**src/rtl/sprpg_pkg.sv**
```systemverilog
package sprpg_pkg;

	// parameter defaults
	localparam int POS_BITS_DEF  = 32;
	localparam int RATE_BITS_DEF = 16;

	// field and port widths
	localparam int CMD_W       = 3;
	localparam int STEPS_W     = 32;
	localparam int RATE_W      = 16;
	localparam int OUT_POS_W   = 32;
	localparam int HALF_W      = 32;
	localparam int RAMP_W      = 24;
	localparam int INC_W       = 16;
	localparam int EDGES_W     = STEPS_W + 1;
	localparam int IN_TDATA_W  = 56;
	localparam int OUT_TDATA_W = 56;
	localparam int CFG_IDX_W   = 2;
	localparam int CFG_DATA_W  = 32;

	// divider: 32-bit dividend, divisor twice the rate
	localparam int DIV_STEPS = HALF_W;
	localparam int DIV_CNT_W = $clog2(DIV_STEPS);
	localparam int DIVISOR_W = RATE_W + 1;

	// reset values
	localparam logic [31:0]        RESET_POSITION  = 32'd100000;
	localparam logic [31:0]        RESET_CLOCK_HZ  = 32'd72000000;
	localparam logic [RAMP_W-1:0]  RESET_RAMP_PER  = 24'd72000;
	localparam logic [INC_W-1:0]   RESET_RAMP_INC  = 16'd8;
	localparam logic [31:0]        RESET_MAX_POS   = 32'd1000000;

	typedef enum logic [CMD_W-1:0] {
		CMD_TICK  = 3'd0,
		CMD_START = 3'd1,
		CMD_RATE  = 3'd2,
		CMD_DIR   = 3'd3,
		CMD_ZERO  = 3'd4,
		CMD_STOP  = 3'd5
	} cmd_code_t;

	typedef enum logic [CFG_IDX_W-1:0] {
		CFG_CLOCK_RATE = 2'd0,
		CFG_RAMP_PER   = 2'd1,
		CFG_RAMP_INC   = 2'd2,
		CFG_MAX_POS    = 2'd3
	} cfg_index_t;

	typedef enum logic [2:0] {
		ST_IDLE,
		ST_EXEC,
		ST_DLOAD,
		ST_DWAIT,
		ST_POST,
		ST_EMIT
	} state_t;

	// controller to datapath
	typedef struct packed {
		logic accept;
		logic exec;
		logic div_load;
		logic post;
		logic emit;
	} ctrl_cmd_t;

	// datapath to controller
	typedef struct packed {
		logic need_div;
		logic div_busy;
		logic out_free;
	} dp_status_t;

endpackage

```
**src/rtl/sprpg_ctrl.sv**
```systemverilog
module sprpg_ctrl (
	input  logic                    clk,
	input  logic                    arst_n,
	input  logic                    in_valid,
	input  sprpg_pkg::dp_status_t   status,
	output sprpg_pkg::ctrl_cmd_t    cmd
);

	sprpg_pkg::state_t state_q, state_nxt;

	always_ff @(posedge clk or negedge arst_n) begin
		if (!arst_n) begin
			state_q <= sprpg_pkg::ST_IDLE;
		end else begin
			state_q <= state_nxt;
		end
	end

	always_comb begin
		state_nxt = state_q;
		cmd = '0;
		unique case (state_q)
			sprpg_pkg::ST_IDLE: begin
				cmd.accept = 1'b1;
				if (in_valid) begin
					state_nxt = sprpg_pkg::ST_EXEC;
				end
			end
			sprpg_pkg::ST_EXEC: begin
				cmd.exec = 1'b1;
				state_nxt = status.need_div ? sprpg_pkg::ST_DLOAD : sprpg_pkg::ST_EMIT;
			end
			sprpg_pkg::ST_DLOAD: begin
				cmd.div_load = 1'b1;
				state_nxt = sprpg_pkg::ST_DWAIT;
			end
			sprpg_pkg::ST_DWAIT: begin
				if (!status.div_busy) begin
					state_nxt = sprpg_pkg::ST_POST;
				end
			end
			sprpg_pkg::ST_POST: begin
				cmd.post = 1'b1;
				state_nxt = sprpg_pkg::ST_EMIT;
			end
			sprpg_pkg::ST_EMIT: begin
				if (status.out_free) begin
					cmd.emit = 1'b1;
					state_nxt = sprpg_pkg::ST_IDLE;
				end
			end
			default: begin
				state_nxt = sprpg_pkg::ST_IDLE;
			end
		endcase
	end

endmodule

```
**src/rtl/sprpg_div.sv**
```systemverilog
module sprpg_div (
	input  logic                                 clk,
	input  logic                                 arst_n,
	input  logic                                 load,
	input  logic [sprpg_pkg::HALF_W-1:0]         dividend,
	input  logic [sprpg_pkg::DIVISOR_W-1:0]      divisor,
	output logic                                 busy,
	output logic [sprpg_pkg::HALF_W-1:0]         quotient
);

	logic                                run_q;
	logic [sprpg_pkg::DIV_CNT_W-1:0]     cnt_q;
	logic [sprpg_pkg::DIVISOR_W-1:0]     rem_q;
	logic [sprpg_pkg::HALF_W-1:0]        quo_q;
	logic [sprpg_pkg::DIVISOR_W-1:0]     dsr_q;
	logic [sprpg_pkg::DIVISOR_W:0]       trial;
	logic [sprpg_pkg::DIVISOR_W:0]       diff;

	// one quotient bit per cycle, restoring
	assign trial = {rem_q, quo_q[sprpg_pkg::HALF_W-1]};
	assign diff  = trial - {1'b0, dsr_q};

	always_ff @(posedge clk or negedge arst_n) begin
		if (!arst_n) begin
			run_q <= 1'b0;
			cnt_q <= '0;
		end else if (load) begin
			run_q <= 1'b1;
			cnt_q <= '0;
		end else if (run_q) begin
			cnt_q <= cnt_q + 1'b1;
			if (cnt_q == sprpg_pkg::DIV_CNT_W'(sprpg_pkg::DIV_STEPS - 1)) begin
				run_q <= 1'b0;
			end
		end
	end

	always_ff @(posedge clk) begin
		if (load) begin
			rem_q <= '0;
			quo_q <= dividend;
			dsr_q <= divisor;
		end else if (run_q) begin
			if (!diff[sprpg_pkg::DIVISOR_W]) begin
				rem_q <= diff[sprpg_pkg::DIVISOR_W-1:0];
				quo_q <= {quo_q[sprpg_pkg::HALF_W-2:0], 1'b1};
			end else begin
				rem_q <= trial[sprpg_pkg::DIVISOR_W-1:0];
				quo_q <= {quo_q[sprpg_pkg::HALF_W-2:0], 1'b0};
			end
		end
	end

	assign busy     = run_q;
	assign quotient = quo_q;

endmodule

```
**src/rtl/sprpg_dp.sv**
```systemverilog
module sprpg_dp #(
	parameter int POS_BITS  = sprpg_pkg::POS_BITS_DEF,
	parameter int RATE_BITS = sprpg_pkg::RATE_BITS_DEF
) (
	input  logic                                   clk,
	input  logic                                   arst_n,
	input  sprpg_pkg::ctrl_cmd_t                   cmd,
	output sprpg_pkg::dp_status_t                  status,
	input  logic                                   in_valid,
	input  logic [sprpg_pkg::IN_TDATA_W-1:0]       in_data,
	input  logic [sprpg_pkg::CMD_W-1:0]            in_cmd,
	output logic                                   out_valid,
	input  logic                                   out_ready,
	output logic [sprpg_pkg::OUT_TDATA_W-1:0]      out_data,
	output logic                                   out_last,
	input  logic                                   cfg_we,
	input  logic [sprpg_pkg::CFG_IDX_W-1:0]        cfg_index,
	input  logic [sprpg_pkg::CFG_DATA_W-1:0]       cfg_data
);

	localparam int RW = sprpg_pkg::RATE_W;
	localparam logic [RW-1:0] RATE_MAX =
		(RATE_BITS >= RW) ? {RW{1'b1}} : RW'((64'd1 << RATE_BITS) - 64'd1);

	// configuration
	logic [31:0]                    clock_hz_q;
	logic [sprpg_pkg::RAMP_W-1:0]   ramp_per_q;
	logic [sprpg_pkg::INC_W-1:0]    ramp_inc_q;
	logic [31:0]                    max_pos_q;

	// axis state
	logic [POS_BITS-1:0]            pos_q;
	logic [RW-1:0]                  cur_rate_q;
	logic [RW-1:0]                  tgt_rate_q;
	logic                           dir_q;
	logic                           stop_q;
	logic [sprpg_pkg::EDGES_W-1:0]  edges_q;
	logic [sprpg_pkg::HALF_W-1:0]   half_q;
	logic [sprpg_pkg::HALF_W-1:0]   edge_tmr_q;
	logic [sprpg_pkg::RAMP_W-1:0]   ramp_tmr_q;
	logic                           ramp_act_q;
	logic                           run_q;
	logic                           pin_q;

	// per-item flags
	logic                           done_q;
	logic                           lim_q;
	logic                           start_q;

	// latched item
	logic [sprpg_pkg::CMD_W-1:0]    cmd_q;
	logic [sprpg_pkg::STEPS_W-1:0]  steps_q;
	logic [RW-1:0]                  rate_q;
	logic                           instant_q;
	logic                           dirv_q;
	logic                           stopv_q;

	logic                           out_valid_q;
	logic [sprpg_pkg::OUT_TDATA_W-1:0] out_data_q;
	logic                           out_last_q;

	logic [sprpg_pkg::HALF_W-1:0]   et_dec;
	logic [sprpg_pkg::RAMP_W-1:0]   rt_dec;
	logic [sprpg_pkg::RAMP_W-1:0]   ramp_reload;
	logic                           expire;
	logic                           maxed;
	logic                           can_step;
	logic                           ramp_fire;
	logic                           start_go;
	logic [RW:0]                    rate_sum;
	logic [RW-1:0]                  rate_up;
	logic [RW-1:0]                  rate_dn;
	logic [RW-1:0]                  rate_sat;
	logic                           div_busy;
	logic [sprpg_pkg::HALF_W-1:0]   quot;
	logic [sprpg_pkg::HALF_W-1:0]   half_new;

	sprpg_div u_div (
		.clk      (clk),
		.arst_n   (arst_n),
		.load     (cmd.div_load),
		.dividend (clock_hz_q),
		.divisor  ({cur_rate_q, 1'b0}),
		.busy     (div_busy),
		.quotient (quot)
	);

	assign et_dec      = (edge_tmr_q != '0) ? edge_tmr_q - 1'b1 : '0;
	assign rt_dec      = (ramp_tmr_q != '0) ? ramp_tmr_q - 1'b1 : '0;
	assign ramp_reload = (ramp_per_q == '0) ? sprpg_pkg::RAMP_W'(1) : ramp_per_q;
	assign expire      = run_q && (et_dec == '0);
	assign maxed       = dir_q ? (pos_q == '0) : (pos_q == max_pos_q[POS_BITS-1:0]);
	assign can_step    = (edges_q != '0) && !(stop_q || maxed);
	assign ramp_fire   = ramp_act_q && (rt_dec == '0);
	assign start_go    = (steps_q != '0) && !run_q;

	// ramp toward target, clamped at target
	assign rate_sum = {1'b0, cur_rate_q} + {1'b0, ramp_inc_q};
	assign rate_up  = (rate_sum > {1'b0, tgt_rate_q}) ? tgt_rate_q : rate_sum[RW-1:0];
	assign rate_dn  = ((cur_rate_q - tgt_rate_q) > ramp_inc_q) ?
		cur_rate_q - ramp_inc_q : tgt_rate_q;

	assign rate_sat = (rate_q > RATE_MAX) ? RATE_MAX : rate_q;
	assign half_new = (cur_rate_q == '0) ? '0 : quot;

	assign status.need_div = ((cmd_q == sprpg_pkg::CMD_TICK) && ramp_fire) ||
		((cmd_q == sprpg_pkg::CMD_START) && start_go);
	assign status.div_busy = div_busy;
	assign status.out_free = !out_valid_q || out_ready;

	always_ff @(posedge clk) begin
		if (cmd.accept && in_valid) begin
			cmd_q     <= in_cmd;
			steps_q   <= in_data[31:0];
			rate_q    <= in_data[47:32];
			instant_q <= in_data[48];
			dirv_q    <= in_data[49];
			stopv_q   <= in_data[50];
		end
		if (cmd.emit) begin
			out_data_q <= {4'b0, cur_rate_q, sprpg_pkg::OUT_POS_W'(pos_q),
				done_q && lim_q, run_q, dir_q, pin_q};
			out_last_q <= done_q;
		end
	end

	always_ff @(posedge clk or negedge arst_n) begin
		if (!arst_n) begin
			clock_hz_q  <= sprpg_pkg::RESET_CLOCK_HZ;
			ramp_per_q  <= sprpg_pkg::RESET_RAMP_PER;
			ramp_inc_q  <= sprpg_pkg::RESET_RAMP_INC;
			max_pos_q   <= sprpg_pkg::RESET_MAX_POS;
			pos_q       <= sprpg_pkg::RESET_POSITION[POS_BITS-1:0];
			cur_rate_q  <= '0;
			tgt_rate_q  <= '0;
			dir_q       <= 1'b0;
			stop_q      <= 1'b0;
			edges_q     <= '0;
			half_q      <= '0;
			edge_tmr_q  <= '0;
			ramp_tmr_q  <= '0;
			ramp_act_q  <= 1'b0;
			run_q       <= 1'b0;
			pin_q       <= 1'b0;
			done_q      <= 1'b0;
			lim_q       <= 1'b0;
			start_q     <= 1'b0;
			out_valid_q <= 1'b0;
		end else begin
			if (cfg_we) begin
				unique case (cfg_index)
					sprpg_pkg::CFG_CLOCK_RATE: clock_hz_q <= cfg_data;
					sprpg_pkg::CFG_RAMP_PER:   ramp_per_q <= cfg_data[sprpg_pkg::RAMP_W-1:0];
					sprpg_pkg::CFG_RAMP_INC:   ramp_inc_q <= cfg_data[sprpg_pkg::INC_W-1:0];
					sprpg_pkg::CFG_MAX_POS:    max_pos_q  <= cfg_data;
					default: begin
					end
				endcase
			end

			if (cmd.accept && in_valid) begin
				done_q  <= 1'b0;
				lim_q   <= 1'b0;
				start_q <= 1'b0;
			end

			if (cmd.exec) begin
				unique case (cmd_q)
					sprpg_pkg::CMD_TICK: begin
						// edge timer first, then ramp timer
						if (run_q) begin
							edge_tmr_q <= et_dec;
							if (expire) begin
								pos_q <= dir_q ? pos_q - 1'b1 : pos_q + 1'b1;
								if (can_step) begin
									pin_q   <= !pin_q;
									edges_q <= edges_q - 1'b1;
									if (half_q == '0) begin
										run_q  <= 1'b0;
										done_q <= 1'b1;
									end else begin
										edge_tmr_q <= half_q;
									end
								end else begin
									run_q  <= 1'b0;
									done_q <= 1'b1;
									lim_q  <= maxed;
								end
							end
						end
						if (ramp_act_q) begin
							if (rt_dec == '0) begin
								ramp_tmr_q <= ramp_reload;
								if (cur_rate_q < tgt_rate_q) begin
									cur_rate_q <= rate_up;
								end else if (tgt_rate_q < cur_rate_q) begin
									cur_rate_q <= rate_dn;
								end else begin
									ramp_act_q <= 1'b0;
								end
							end else begin
								ramp_tmr_q <= rt_dec;
							end
						end
					end
					sprpg_pkg::CMD_START: begin
						if (start_go) begin
							ramp_act_q <= 1'b1;
							ramp_tmr_q <= ramp_reload;
							edges_q    <= {steps_q, 1'b0} - 1'b1;
							start_q    <= 1'b1;
						end
					end
					sprpg_pkg::CMD_RATE: begin
						tgt_rate_q <= rate_sat;
						if (instant_q) begin
							cur_rate_q <= rate_sat;
						end
					end
					sprpg_pkg::CMD_DIR:  dir_q  <= dirv_q;
					sprpg_pkg::CMD_ZERO: pos_q  <= '0;
					sprpg_pkg::CMD_STOP: stop_q <= stopv_q;
					default: begin
					end
				endcase
			end

			if (cmd.post) begin
				half_q <= half_new;
				if (start_q) begin
					if (half_new == '0) begin
						done_q <= 1'b1;
					end else begin
						edge_tmr_q <= half_new;
						run_q      <= 1'b1;
					end
				end
			end

			if (cmd.emit) begin
				out_valid_q <= 1'b1;
			end else if (out_ready) begin
				out_valid_q <= 1'b0;
			end
		end
	end

	assign out_valid = out_valid_q;
	assign out_data  = out_data_q;
	assign out_last  = out_last_q;

endmodule

```
**src/rtl/stepper_ramp_pulse_generator.sv**
```systemverilog
// step-pulse generator for one stepper axis with a linear rate ramp. every
// transfer on the slave side is a command or a time tick, and every one gives
// exactly one result transfer on the master side with the step and direction
// pin levels, run status, position and current rate. a tick that hits a ramp
// update, or a start command that begins a run, recomputes the half-period
// interval clock_rate_hz/(2*rate) in a bit-serial divider before its result
// is delivered; all other items skip the divider. the next item is taken
// while a result still waits in the output register. configuration writes
// land at once and are not held off, so they belong in gaps with no transfer
// in flight.
module stepper_ramp_pulse_generator #(
	parameter int POS_BITS  = sprpg_pkg::POS_BITS_DEF,
	parameter int RATE_BITS = sprpg_pkg::RATE_BITS_DEF
) (
	input  logic                                   clk,
	input  logic                                   arst_n,

	// command / tick stream
	input  logic                                   s_tvalid,
	output logic                                   s_tready,
	// step_count[31:0], rate_value[47:32], rate_instant[48], dir_value[49],
	// stop_value[50], zero fill
	input  logic [sprpg_pkg::IN_TDATA_W-1:0]       s_tdata,
	// cmd[2:0]
	input  logic [sprpg_pkg::CMD_W-1:0]            s_tuser,

	// result stream
	output logic                                   m_tvalid,
	input  logic                                   m_tready,
	// step_level[0], dir_level[1], busy_res[2], limit_hit[3], position[35:4],
	// rate_now[51:36], zero fill
	output logic [sprpg_pkg::OUT_TDATA_W-1:0]      m_tdata,
	// done_pulse: the run ended on this item
	output logic                                   m_tlast,

	// configuration write port
	input  logic                                   cfg_we,
	input  logic [sprpg_pkg::CFG_IDX_W-1:0]        cfg_index,
	input  logic [sprpg_pkg::CFG_DATA_W-1:0]       cfg_data
);

	sprpg_pkg::ctrl_cmd_t  cmd;
	sprpg_pkg::dp_status_t status;

	// sequencer: accept, execute, optional divide, finish, deliver
	sprpg_ctrl u_ctrl (
		.clk      (clk),
		.arst_n   (arst_n),
		.in_valid (s_tvalid),
		.status   (status),
		.cmd      (cmd)
	);

	// axis state, timers, ramp, divider and output register
	sprpg_dp #(
		.POS_BITS  (POS_BITS),
		.RATE_BITS (RATE_BITS)
	) u_dp (
		.clk       (clk),
		.arst_n    (arst_n),
		.cmd       (cmd),
		.status    (status),
		.in_valid  (s_tvalid),
		.in_data   (s_tdata),
		.in_cmd    (s_tuser),
		.out_valid (m_tvalid),
		.out_ready (m_tready),
		.out_data  (m_tdata),
		.out_last  (m_tlast),
		.cfg_we    (cfg_we),
		.cfg_index (cfg_index),
		.cfg_data  (cfg_data)
	);

	// input is taken only between items
	assign s_tready = cmd.accept;

endmodule

```
**config.mk**
```make
export PLATFORM = sky130hd
export DESIGN_NAME = stepper_ramp_pulse_generator
export DESIGN_NICKNAME = d
export VERILOG_FILES = /design/src/rtl/sprpg_pkg.sv /design/src/rtl/sprpg_ctrl.sv /design/src/rtl/sprpg_div.sv /design/src/rtl/sprpg_dp.sv /design/src/rtl/stepper_ramp_pulse_generator.sv
export SDC_FILE = /design/constraint.sdc
export NUM_CORES = 1
export LEC_CHECK = 0
export BUFFER_PORTS_ARGS = -buffer_cell sky130_fd_sc_hd__buf_2
export CORE_MARGIN = 4
export CORE_UTILIZATION = 55
export DETAILED_ROUTE_END_ITERATION = 10
export MAX_ROUTING_LAYER = met4
export PLACE_DENSITY_LB_ADDON = 0.3
export SLEW_MARGIN = 15
export SYNTH_ARGS = -nofsm -noshare
export SYNTH_HDL_FRONTEND = slang
export SYNTH_HIERARCHICAL = 1
export SYNTH_SLANG_ARGS = --single-unit
```
**constraint.sdc**
```tcl
create_clock -name clk -period 6.55 [get_ports clk]
set_input_delay 0.655 -clock clk [delete_from_list [all_inputs] [get_ports clk]]
set_output_delay 0.655 -clock clk [all_outputs]
set_load 0.02 [all_outputs]
```
## Word level (Yosys, flattened, before mapping)

Index checks and enable logic that the tools add are counted.

| word-level totals | value |
|---|---|
| bits in registers | 479 |
| bits in latches | 0 |
| RAM bits | 0 |
| bits in read-only memories | 0 |
| input port bits | 98 |
| logic and storage cells | 217 |
| memories | 0 |

| operators by class | value |
|---|---|
| add/sub/neg operators | 11 |
| multipliers | 0 |
| divide/modulo/power cells | 0 |
| $lt $le $gt $ge | 5 |
| eq/ne operators | 26 |
| shift operators | 0 |
| mux-type cells | 93 |
| bitwise operators | 0 |
| reductions and logical operators | 48 |

Operators with widths:

| operator | count |
|---|---|
| 32-bit 2-to-1 mux | 16 |
| 33-bit 2-to-1 mux | 4 |
| 32-bit logical NOT | 4 |
| 16-bit 2-to-1 mux | 8 |
| 24-bit 2-to-1 mux | 5 |
| 33-bit case mux with 2 select lines | 1 |
| 33-bit by 1-bit subtractor with 33-bit output, second input constant | 2 |
| 32-bit case mux with 2 select lines | 1 |
| 32-bit nonzero test | 2 |
| 32-bit by 1-bit subtractor with 32-bit output, second input constant | 2 |
| 24-bit logical NOT | 2 |
| 24-bit case mux with 2 select lines | 1 |
| 1-bit 2-to-1 mux | 47 |
| 33-bit nonzero test | 1 |
| 32-bit by 1-bit adder with 32-bit output, second input constant | 1 |
| 32-bit equality test | 1 |
| 16-bit less-than comparator | 2 |
| 16-bit case mux with 2 select lines | 1 |
| 16-bit subtractor | 2 |
| 24-bit nonzero test | 1 |
| 24-bit by 1-bit subtractor with 24-bit output, second input constant | 1 |
| 3-bit case mux with 6 select lines | 1 |
| 18-bit by 17-bit subtractor with 18-bit output | 1 |
| 16-bit by 16-bit adder with 17-bit output | 1 |
| 29 further kinds | 75 |

## Logic depth before layout (Yosys ltp)

Gate-level depths: netlist of the first run.

| logic depth | value |
|---|---|
| depth after elaboration | 13 |
| depth in mapped cells | 23 |
| gate-level depth less buffers | 21 |

## Cells and area by module

Netlist of the first run, hierarchy kept.

Modules (own cells, without submodules):

| module | times used | cells an instance | area each (µm²) |
|---|---|---|---|
| sprpg_dp | 1 | 2,520 | 24,403.4 |
| sprpg_div | 1 | 362 | 4,042.6 |
| sprpg_ctrl | 1 | 27 | 244.0 |

## Least setup slack after synthesis of the first run

No wires, ideal clock.

| timing | value |
|---|---|
| path kind | flip-flop to flip-flop |
| start | reg u_dp.cur_rate_q[2] |
| end | reg u_dp.cur_rate_q[12] |
| arrival time | 4.439 ns |
| data required time | 6.422 ns |
| setup slack | 1.983 ns |
| cell stages (with the launch flop) | 21 |
| path buffers | 2 |
| path through | dfrtp_1 -> ha_1 -> clkbuf_1 -> nand2b_1 -> o311a_1 -> o41ai_1 -> o311ai_0 -> a2111oi_0 -> nor2_1 -> xnor2_1 -> ha_1 -> nor3_1 -> nor2_1 -> a31o_2 -> a22oi_1 -> and4_1 -> buf_1 -> a221oi_1 -> o22ai_1 -> o21ai_0 -> mux2_1 |

| on the way | value |
|---|---|
| word-level cells in the longest chain between the ends | 8 |
| elaborated cells on any way between the ends | 16 |
| classes of those cells | add/sub (3); order compare (4); eq/ne (1); mux (7); reduce/logical (1) |

RTL lines:

| what | line | text |
|---|---|---|
| start, declared | sprpg_dp.sv:33 | `logic [RW-1:0] cur_rate_q;` |
| start signal, assigned | sprpg_dp.sv:195 | `cur_rate_q <= rate_up;` |
| start signal, assigned | sprpg_dp.sv:197 | `cur_rate_q <= rate_dn;` |
| start signal, assigned | sprpg_dp.sv:217 | `cur_rate_q <= rate_sat;` |
| 16-bit subtractor | sprpg_dp.sv:100 | `assign rate_dn = ((cur_rate_q - tgt_rate_q) > ramp_inc_q) ?` |
| 16-bit > comparator | sprpg_dp.sv:100 |  |
| 16-bit 2-to-1 mux | sprpg_dp.sv:100 |  |
| 16-bit 2-to-1 mux | sprpg_dp.sv:196 | `end else if (tgt_rate_q < cur_rate_q) begin` |
| 16-bit 2-to-1 mux | sprpg_dp.sv:194 | `if (cur_rate_q < tgt_rate_q) begin` |
| 16-bit 2-to-1 mux | sprpg_dp.sv:192 | `if (rt_dec == '0) begin` |
| 16-bit 2-to-1 mux | sprpg_dp.sv:191 | `if (ramp_act_q) begin` |
| 16-bit case mux with 2 select lines | sprpg_dp.sv:168 | `unique case (cmd_q)` |

Parallel ways exist; a longest one is shown, timed or not. The select of a mux whose other input is x is not followed.
A chain may end at the register's enable or synchronous reset.

## Final worst setup path of the first run

| timing | value |
|---|---|
| start | reg u_dp/ramp_inc_q[1] in the netlist's numbering |
| end | reg u_dp.cur_rate_q[5] |

| on the way | value |
|---|---|
| word-level cells in the longest chain between the ends | 7 |
| elaborated cells on any way between the ends | 11 |
| classes of those cells | add/sub (2); order compare (2); mux (7) |

RTL lines:

| what | line | text |
|---|---|---|
| start, declared | sprpg_dp.sv:28 | `logic [sprpg_pkg::INC_W-1:0] ramp_inc_q;` |
| start signal, assigned | sprpg_dp.sv:131 | `ramp_inc_q <= sprpg_pkg::RESET_RAMP_INC;` |
| start signal, assigned | sprpg_dp.sv:154 | `sprpg_pkg::CFG_RAMP_INC: ramp_inc_q <= cfg_data[sprpg_pkg::INC_W-1:0];` |
| 16-bit by 16-bit adder with 17-bit output (tied with other cells) | sprpg_dp.sv:98 | `assign rate_sum = {1'b0, cur_rate_q} + {1'b0, ramp_inc_q};` |
| 17-bit by 16-bit > comparator with 1-bit output / 16-bit 2-to-1 mux (equally long branches) | sprpg_dp.sv:99, sprpg_dp.sv:100 |  |
| 16-bit 2-to-1 mux (on tied branches) | sprpg_dp.sv:99, sprpg_dp.sv:196 |  |
| 16-bit 2-to-1 mux * | sprpg_dp.sv:194 |  |
| 16-bit 2-to-1 mux * | sprpg_dp.sv:192 |  |
| 16-bit 2-to-1 mux * | sprpg_dp.sv:191 |  |
| 16-bit case mux with 2 select lines * | sprpg_dp.sv:168 |  |

Every way passes the cells marked *; elsewhere a longest branch is shown, timed or not. The select of a mux whose other input is x is not followed.

==> results of run 1 <==
==> cell usage in the layout, fill, tap and decap left out, drive strengths merged, types with 50 or more instances in the layout <==
| cell type | instances |
|---|---|
| nand3 | 96 |
| nor2 | 192 |
| nand2 | 199 |
| nor4 | 84 |
| nand4 | 50 |
| edfxtp | 156 |
| xnor2 | 98 |
| clkbuf | 71 |
| inv | 145 |
| ha | 132 |
| a21oi | 171 |
| mux2 | 146 |
| buf | 175 |
| nor3 | 138 |
| dfrtp | 281 |
| o21ai | 191 |
==> worst register-to-register path: stages (launching register included) <==
cell       delay (ns)
dfrtp_1          0.46
inv_1            0.15
ha_1             0.32
nor2b_1          0.06
o311a_1          0.33
o41ai_1          0.39
buf_4            0.21
o311ai_0         0.16
a2111oi_0        0.62
nor2_1           0.20
xnor2_1          0.17
ha_1             0.30
nor3_1           0.18
nor2_1           0.06
a31o_2           0.24
a22oi_1          0.22
and4_1           0.52
nor2_1           0.23
a211o_1          0.33
o21ai_0          0.07
o21ai_0          0.09
==> report_power, final <==
| part | internal, uW | switching, uW | total [uW] | leakage, uW |
|---|---|---|---|---|
| clock | 1940 | 1260 | 3210 | 0.000932 |
| sequential | 4250 | 1230 | 5480 | 0.00534 |
| combinational | 3140 | 4470 | 7620 | 0.00653 |
==> final cells by class <==
| cell class | instances | share of cell area |
|---|---|---|
| antenna | 2 | 0.000157 |
| multi-input combinational | 2138 | 0.466 |
| clock buffer | 71 | 0.0477 |
| sequential | 480 | 0.401 |
| timing repair buffer | 176 | 0.0308 |
| inverter | 141 | 0.0167 |
| clock inverter | 29 | 0.0115 |
| tap | 680 | 0.0268 |
==> sequential cells by signal, indices dropped and copies added (netlist names), 24 cells and up <==
name,cells
u_dp/clock_hz_q,32
u_dp/edge_tmr_q,32
u_dp/edges_q,33
u_dp/half_q,32
u_dp/max_pos_q,32
u_dp/out_data,52
u_dp/pos_q,32
u_dp/ramp_per_q,24
u_dp/ramp_tmr_q,24
u_dp/steps_q,32
u_dp/u_div/quotient,32
==> routing by layer <==
metal  wire, um  global-route usage  vias to the layer above
li1           -                   -                    11000
met1      35000               0.389                    11700
met2      39500               0.477                      866
met3       4380              0.0313                      186
met4       2980               0.102                        0
met5          0                   -                        -
==> cell families after synthesis <==
family | after synthesis | synth area share
adders and majority gates | 137 | 0.0611
and+or+nand+nor | 965 | 0.174
muxes | 163 | 0.0632
DFF | 480 | 0.444
xor gates and xnor gates | 145 | 0.0443
other | 1 | 0.000131
AOI/OAI and AO/OA | 723 | 0.172
buffers and inverters | 295 | 0.0420
==> through the flow <==
| step | area, um^2 | total power [uW] |
|---|---|---|
| after global placement | 29900 | 12700 |
| final | 31800 | 16300 |
| after global routing | 31800 | 17400 |
| after floorplan | 28700 | 10800 |
| after CTS | 31800 | 16300 |
| after detailed placement | 29900 | 13000 |
==> path summary, 6_finish.rpt <==
kind                            cells after the start                        endpoint                           start
worst max-delay path                               20  u_dp/cur_rate_q[5]$_DFFE_PN0P_  u_dp/ramp_inc_q[1]$_DFFE_PN0P_
worst min-delay path                                1      u_dp/steps_q[25]$_DFFE_PP_                     s_tdata[25]
worst max register to register                     20  u_dp/cur_rate_q[5]$_DFFE_PN0P_  u_dp/ramp_inc_q[1]$_DFFE_PN0P_
worst min register to register                      1          u_dp/pin_q$_DFFE_PN0P_          u_dp/pin_q$_DFFE_PN0P_
max in group asynchronous                           3    u_dp/edges_q[18]$_DFFE_PN0P_                          arst_n
min in group asynchronous                           2      u_dp/pos_q[24]$_DFFE_PN0P_                          arst_n
==> results.md, run 1 <==
- Status: finished clean
- Setup Slack @ Placement: 1.17 ns
- Biggest area consumer among synthesized cells: dfrtp_1
- Number of buffers created by CTS: 53
- Core area: 0.0515 mm^2
- Yosys warns: 6
- Leakage: 0.0128 uW
- Post-DP HPWL: 58600 um
- Final setup skew: 0.0212 ns
- Async S/R FF share, synth: 0.640
- Sequential fraction of the synthesis area: 0.444
- Sequential cell area: 0.0127 mm^2
- Post-route DRC: 0
- Synth Flop Type: dfrtp_1
- Yosys reg bits: 480
- Worst rel slew slack: 0.178
- GRT Resource Usage Total: 0.294
- CP Launch Type: flip-flop
- Tmin final: ~5.5 ns
- Max-Cap Viols: 0
- Rows: between 80 and 90
- CTS tree: done
- IO Count: between 150 and 200
- Cell with the most instances on the worst path: nor2_1
- DR vias: 23700
- Multi-input gate area: 0.0148 mm^2
- Post-synth top cells: dfrtp_1 (281), nand2_1 (199), nor2_1 (190), o21ai_0 (178), a21oi_1 (167)
- Initial antenna violation count: 0
- CP peak stage delay: ~0.62 ns
- Post-synth EDFFs: 156
- Synthesized area: 0.0287 mm^2
- Critical Path Sink Type: flip-flop
- Clock Tree Root: clkbuf_16
- Post-layout nets: 3225
- Vias per Instance: 6.39
- Internal reg-to-reg setup slack: 1.09 ns
- VDD IR-drop max: 295 uV
- Drt first-iter violations: about 2300
- Buf/Inv on CP: 2
- Synth Instances: 2909
- Kind of critical path: flip-flop to flip-flop
- First-pass GRT wire length: 130000 um
- Grt ovf: 0
- Number of fill cells: 4282
- Clock Latency Late Sink: 0.60 ns
- Total routed wirelength: around 80000 um
- PwrDens: 513 mW/mm^2
- Layout Cells excl Fill: 3717
- Max-slew violation count: 0
- Effective utilization at floorplan: 0.557
- Die Area: roughly 0.056 mm^2
- Clock sink total: 480
- Placer Congestion: around 0.94
- PostCTS Resize Cnt: 0
- Worst Path Max Fanout: 10
- Clock Tree Buf Depth: 3
- Final hold slack: 0.230 ns
- Fin util: 0.617
- WL/cell: approximately 22 um
- Slowest CP cell: a2111oi_0
- Vias in the first global route: roughly 24000
- H-Tree Depth: 2
- Final hold violation count: 0
- Finish-stage setup viols: 0
- Die Height: 236 um
- Worst-path cell chain: inv_1, ha_1, nor2b_1, o311a_1, o41ai_1, buf_4, o311ai_0, a2111oi_0, nor2_1, xnor2_1, ha_1, nor3_1, nor2_1, a31o_2, a22oi_1, and4_1, nor2_1, a211o_1, o21ai_0, o21ai_0
- Share of post-route cells with drive strength above 1: 0.170
- IO buf count: ~150
- RSZ-0062 raised after global routing: no
- Critical Path AT: 5.89 ns
- Critical path's top delay family: compound AO/OA/AOI/OAI gates
- Worst-Margin Slew: between 1 and 1.5 ns
- Dpl cells: between 3000 and 4000
- Clk pin slew, worst setup/hold paths: 0.06 ns
- Setup TNS: 0 ns
- Die outline width: 236 um
- Hold WC Path Type: input port to flip-flop
- Top-count cell post-synth: dfrtp_1
- Distinct cells, synth: 101
- First-pass DRT Iterations: 6
- Mean Syn Cell Area: 9.86 um^2
- Final Worst Setup Slack: between 1 and 1.5 ns
- Worst EP required: about 7 ns
- Post-synth top area share: 0.245
- Largest net degree at the start of global routing: 179
- Fin crit share: 0.833
- Top post-synthesis cells by area: dfrtp_1 (25%), edfxtp_1 (16%), ha_1 (5.8%)
- Hold-fix buffers, CTS: 1
- P&R area growth vs syn: 10.8%
- Routed Antenna Nets: 0
- Post-CTS setup buffer count: 0
- Peak Freq: approximately 180 MHz
Power figures use the tool's default switching activity.
==> run 2: changes to the inputs <==
ABC_AREA = 1   (was not set)
clock period = 4.5 ns   (was 6.55 ns; I/O delays follow)
==> run 2 against run 1 <==
Via count up 16%. Total power up 61%. Global-route usage rose by 0.38 points. Synthesized cell count increased by 39%. Clock-buffer cell count is 3 lower. Sequential share of layout area is 2.4 points lower. Die area rose by 5.4%. Sequential power grew 39%. Critical path depth increased by 4. First-iteration DRC count up 8.9%. Setup slack got worse by 0.71 ns. Wire length grew 6.8%. Critical path type unchanged.
==> results.md, run 2 <==
- Power, Total: 26300 uW (was 16300 uW)
- Worst EP required: 4.98 ns (was 6.99 ns)
- Buf/Inv on CP: 4 (was 2)
- Worst-Margin Slew: 1.20 ns (was 1.22 ns)
- DP Area: 0.0319 mm^2 (was 0.0299 mm^2)
- Final hold violation count: 0 (unchanged)
- Synth Instances: 4053 (was 2909)
- Post-synth top area share: 0.232 (was 0.245)
- Rows: 85 (was 83)
- CP peak stage delay: 0.47 ns (was 0.62 ns)
- Max FFs per register: 52 (unchanged)
- Hold WC Path Type: input port to flip-flop (unchanged)
- Clock sink total: 480 (unchanged)
- Total routed wirelength: 87500 um (was 81900 um)
- Yosys warns: 6 (unchanged)
- Slowest CP cell: dfrtp_1 (was a2111oi_0)
- Vias per Instance: 5.57 (was 6.39)
- Grt ovf: 0 (unchanged)
- Post-route DRC: 0 (unchanged)
- DR vias: 27500 (was 23700)
- Die outline width: 243 um (was 236 um)
- Share of post-route cells with drive strength above 1: 0.103 (was 0.170)
- Sequential fraction of the synthesis area: 0.420 (was 0.444)
- Clk pin slew, worst setup/hold paths: 0.06 ns (about the same)
- CTS tree: done (unchanged)
- Distinct cells, synth: 65 (was 101)
- CP Launch Type: flip-flop (unchanged)
- Clock Tree Buf Depth: 3 (unchanged)
- Critical Path AT: 4.60 ns (was 5.89 ns)
- Commonest non-fill, non-tap cell in the layout: nand2_1 (was dfrtp_1)
- Final std cell area, no fill: 0.0338 mm^2 (was 0.0318 mm^2)
- Dpl cells: 4830 (was 3614)
- PwrDens: 779 mW/mm^2 (was 513 mW/mm^2)
- Critical Path Sink Type: flip-flop (unchanged)
- Die Area: 0.0589 mm^2 (was 0.0559 mm^2)
- Synth Flop Type: dfrtp_1 (unchanged)
- Critical path's top delay family: compound AO/OA/AOI/OAI gates (unchanged)
- Cell with the most instances on the worst path: nand2_1 (was nor2_1)
- Fin crit share: 0.914 (was 0.833)
- Most frequent cells in the layout: nand2_1 (1071), inv_1 (482), nor2_1 (444) (was dfrtp_1 (281), nand2_1 (199), nor2_1 (189))
- H-Tree Depth: 2 (unchanged)
- Die Height: 243 um (was 236 um)
- Worst reg2reg startpoint: u_dp/cur_rate_q[2]$_DFFE_PN0P_ (was u_dp/ramp_inc_q[1]$_DFFE_PN0P_)
- Leakage: 0.0164 uW (was 0.0128 uW)
- Post-synth top cells: nand2_1 (1072), inv_1 (484), nor2_1 (447), o21ai_0 (322), dfrtp_1 (281) (was dfrtp_1 (281), nand2_1 (199), nor2_1 (190), o21ai_0 (178), a21oi_1 (167))
- Largest net degree at the start of global routing: 109 (was 179)
- Clock Tree Root: clkbuf_16 (unchanged)
- VDD IR-drop max: 468 uV (was 295 uV)
- Max-slew violation count: 0 (unchanged)
- Finish-stage setup viols: 0 (unchanged)
- Tmin final: 4.11 ns (was 5.46 ns)
- Status: finished clean (unchanged)
- Initial antenna violation count: 2 (was 0)
- Setup TNS: 0 ns (unchanged)
- Effective utilization at floorplan: 0.560 (was 0.557)
- IO Count: 157 (unchanged)
- Hold path depth: 1 (unchanged)
- Biggest area consumer among synthesized cells: dfrtp_1 (unchanged)
- Layout Cells excl Fill: 4938 (was 3717)
- Worst-path cell chain: ha_1, inv_1, o31ai_2, nand2_1, o211ai_1, nand2_1, a21oi_2, a31oi_1, o21ai_0, xnor2_1, inv_1, ha_1, nand2_1, nor4_2, nand2_1, nand2_1, nand2_1, inv_2, buf_12, o21ai_0, a21oi_1, nand2_1, nand2_1, nand2_1 (was inv_1, ha_1, nor2b_1, o311a_1, o41ai_1, buf_4, o311ai_0, a2111oi_0, nor2_1, xnor2_1, ha_1, nor3_1, nor2_1, a31o_2, a22oi_1, and4_1, nor2_1, a211o_1, o21ai_0, o21ai_0)
- Synthesized area: 0.0303 mm^2 (was 0.0287 mm^2)
- Post-layout nets: 4430 (was 3225)
- P&R area growth vs syn: 11.6% (was 10.8%)
- Worst Path Max Fanout: 18 (was 10)
- Yosys reg bits: 480 (unchanged)
- Worst rel slew slack: 0.198 (was 0.178)
- Worst R2R End: u_dp/cur_rate_q[2]$_DFFE_PN0P_ (was u_dp/cur_rate_q[5]$_DFFE_PN0P_)
- Vias in the first global route: 25800 (was 23600)
- GRT Resource Usage Total: 0.298 (was 0.294)
- Top-count cell post-synth: nand2_1 (was dfrtp_1)
- RSZ-0062 raised after global routing: no (unchanged)
- Clock Latency Late Sink: 0.62 ns (was 0.60 ns)
- Hold Path Origin: s_tdata[43] (was s_tdata[25])
- Kind of critical path: flip-flop to flip-flop (unchanged)
- Internal reg-to-reg setup slack: 0.39 ns (was 1.09 ns)
- Core area: 0.0541 mm^2 (was 0.0515 mm^2)
- First-pass GRT wire length: 139000 um (was 130000 um)
- Post-DP HPWL: 65500 um (was 58600 um)
- Routed Antenna Nets: 0 (unchanged)
- First-pass DRT Iterations: 6 (unchanged)
- Fin util: 0.625 (was 0.617)
- WHS Endpoint: u_dp/rate_q[11]$_DFFE_PP_ (was u_dp/steps_q[25]$_DFFE_PP_)
- Path depth of the worst reg2reg path: 24 (was 20)
- Peak Freq: 243 MHz (was 183 MHz)
- Async S/R FF share, synth: 0.640 (unchanged)
- Placer Congestion: 0.987 (was 0.938)
- Drt first-iter violations: 2453 (was 2253)
- Max-Cap Viols: 0 (unchanged)
- WL/cell: 17.7 um (was 22.0 um)
- Post-synth EDFFs: 156 (unchanged)
- IO buf count: 147 (unchanged)
- Final setup skew: 0.0295 ns (was 0.0212 ns)
- Mean Syn Cell Area: 7.48 um^2 (was 9.86 um^2)
- Number of buffers created by CTS: 52 (was 53)
- Top post-synthesis cells by area: dfrtp_1 (23%), edfxtp_1 (15%), nand2_1 (13%) (was dfrtp_1 (25%), edfxtp_1 (16%), ha_1 (5.8%))
## run 2: cell count changes after synthesis, sizes merged, moves of 70 or more
cell   before   now
nand2     199  1102
inv       141   496
nor2      192   463
nand3      96   249
o21ai     191   341
mux2      146     0
nor3      138    54
nor4       84    14
## run 2: power by group
| part | leakage, uW | internal, uW | switching (uW) |
|---|---|---|---|
| registers | 0.00539 | 6220 | 1410 |
| logic | 0.0101 | 4990 | 9140 |
| clock network | 0.000896 | 2730 | 1840 |
| total | 0.0164 | 13900 | 12400 |
## run 2: how the worst max path moves through the flow
stage                                              start                              end  slack, ns  cells after the start
after floorplan            u_ctrl/state_q[1]$_DFFE_PN0P_       u_dp/out_data[0]$_DFFE_PP_       0.48                      2
after global placement    u_dp/ramp_inc_q[0]$_DFFE_PN0P_  u_dp/cur_rate_q[13]$_DFFE_PN0P_       0.26                     27
after detailed placement  u_dp/cur_rate_q[2]$_DFFE_PN0P_   u_dp/cur_rate_q[2]$_DFFE_PN0P_       0.22                     24
after CTS                 u_dp/ramp_inc_q[0]$_DFFE_PN0P_   u_dp/cur_rate_q[2]$_DFFE_PN0P_       0.17                     27
after global routing      u_dp/cur_rate_q[2]$_DFFE_PN0P_   u_dp/cur_rate_q[2]$_DFFE_PN0P_      0.005                     24
final                     u_dp/cur_rate_q[2]$_DFFE_PN0P_   u_dp/cur_rate_q[2]$_DFFE_PN0P_       0.39                     24
## run 2: layer usage
layer | vias up | global-route usage | wire, um
met5 | - | - | 0
met4 | 0 | 0.0959 | 3070
met3 | 161 | 0.0420 | 6250
met2 | 991 | 0.460 | 39100
met1 | 12800 | 0.411 | 39000
li1 | 13500 | - | -
## run 2: cell families (layout without fill, tap and decap cells)
kind of cell             after synthesis  after routing  share of synthesized area
AND/OR/NAND/NOR                     2013           2014                      0.284
adder cells (fa/ha/maj)              137            137                     0.0578
AO/OA/AOI/OAI                        661            661                      0.117
XOR/XNOR                             131            131                     0.0379
buffers and inverters                630            811                     0.0826
other                                  1              8                   0.000124
flip-flops                           480            480                      0.420
## run 2: worst reg2reg max path, stage by stage, from the launching register on
cell and delay [ns]:
dfrtp_1 0.47, ha_1 0.39, inv_1 0.08, o31ai_2 0.26, nand2_1 0.09, o211ai_1 0.22, nand2_1 0.12, a21oi_2 0.18
a31oi_1 0.14, o21ai_0 0.22, xnor2_1 0.15, inv_1 0.06, ha_1 0.30, nand2_1 0.07, nor4_2 0.25, nand2_1 0.09
nand2_1 0.08, nand2_1 0.10, inv_2 0.15, buf_12 0.16, o21ai_0 0.09, a21oi_1 0.14, nand2_1 0.08, nand2_1 0.06
nand2_1 0.06
## run 2: final cells by class
class / count / area (um^2)
antenna: 3 / 7.51
inverter: 497 / 1870
clock buffer: 68 / 1490
clock inverter: 30 / 352
fill: 4889 / 20300
sequential: 480 / 12700
tap: 696 / 871
multi-input combinational: 2948 / 15200
timing repair buffer: 216 / 1320
## run 2: what timing repair did
item,CTS,global route
endpoints found under the hold margin,81,0
setup endpoints to repair,0,16
setup buffers,0,3
resized for setup,0,13
hold buffers,3,0
## run 2: per-stage QoR
step / setup slack, ns / hold WS [ns]
after CTS: 0.174 / 0.00180
after global routing: 0.00476 / 0.00495
after global placement: 0.257 / 0.464
after detailed placement: 0.220 / 0.467
after floorplan: 0.478 / 0.154
final: 0.385 / 0.0278
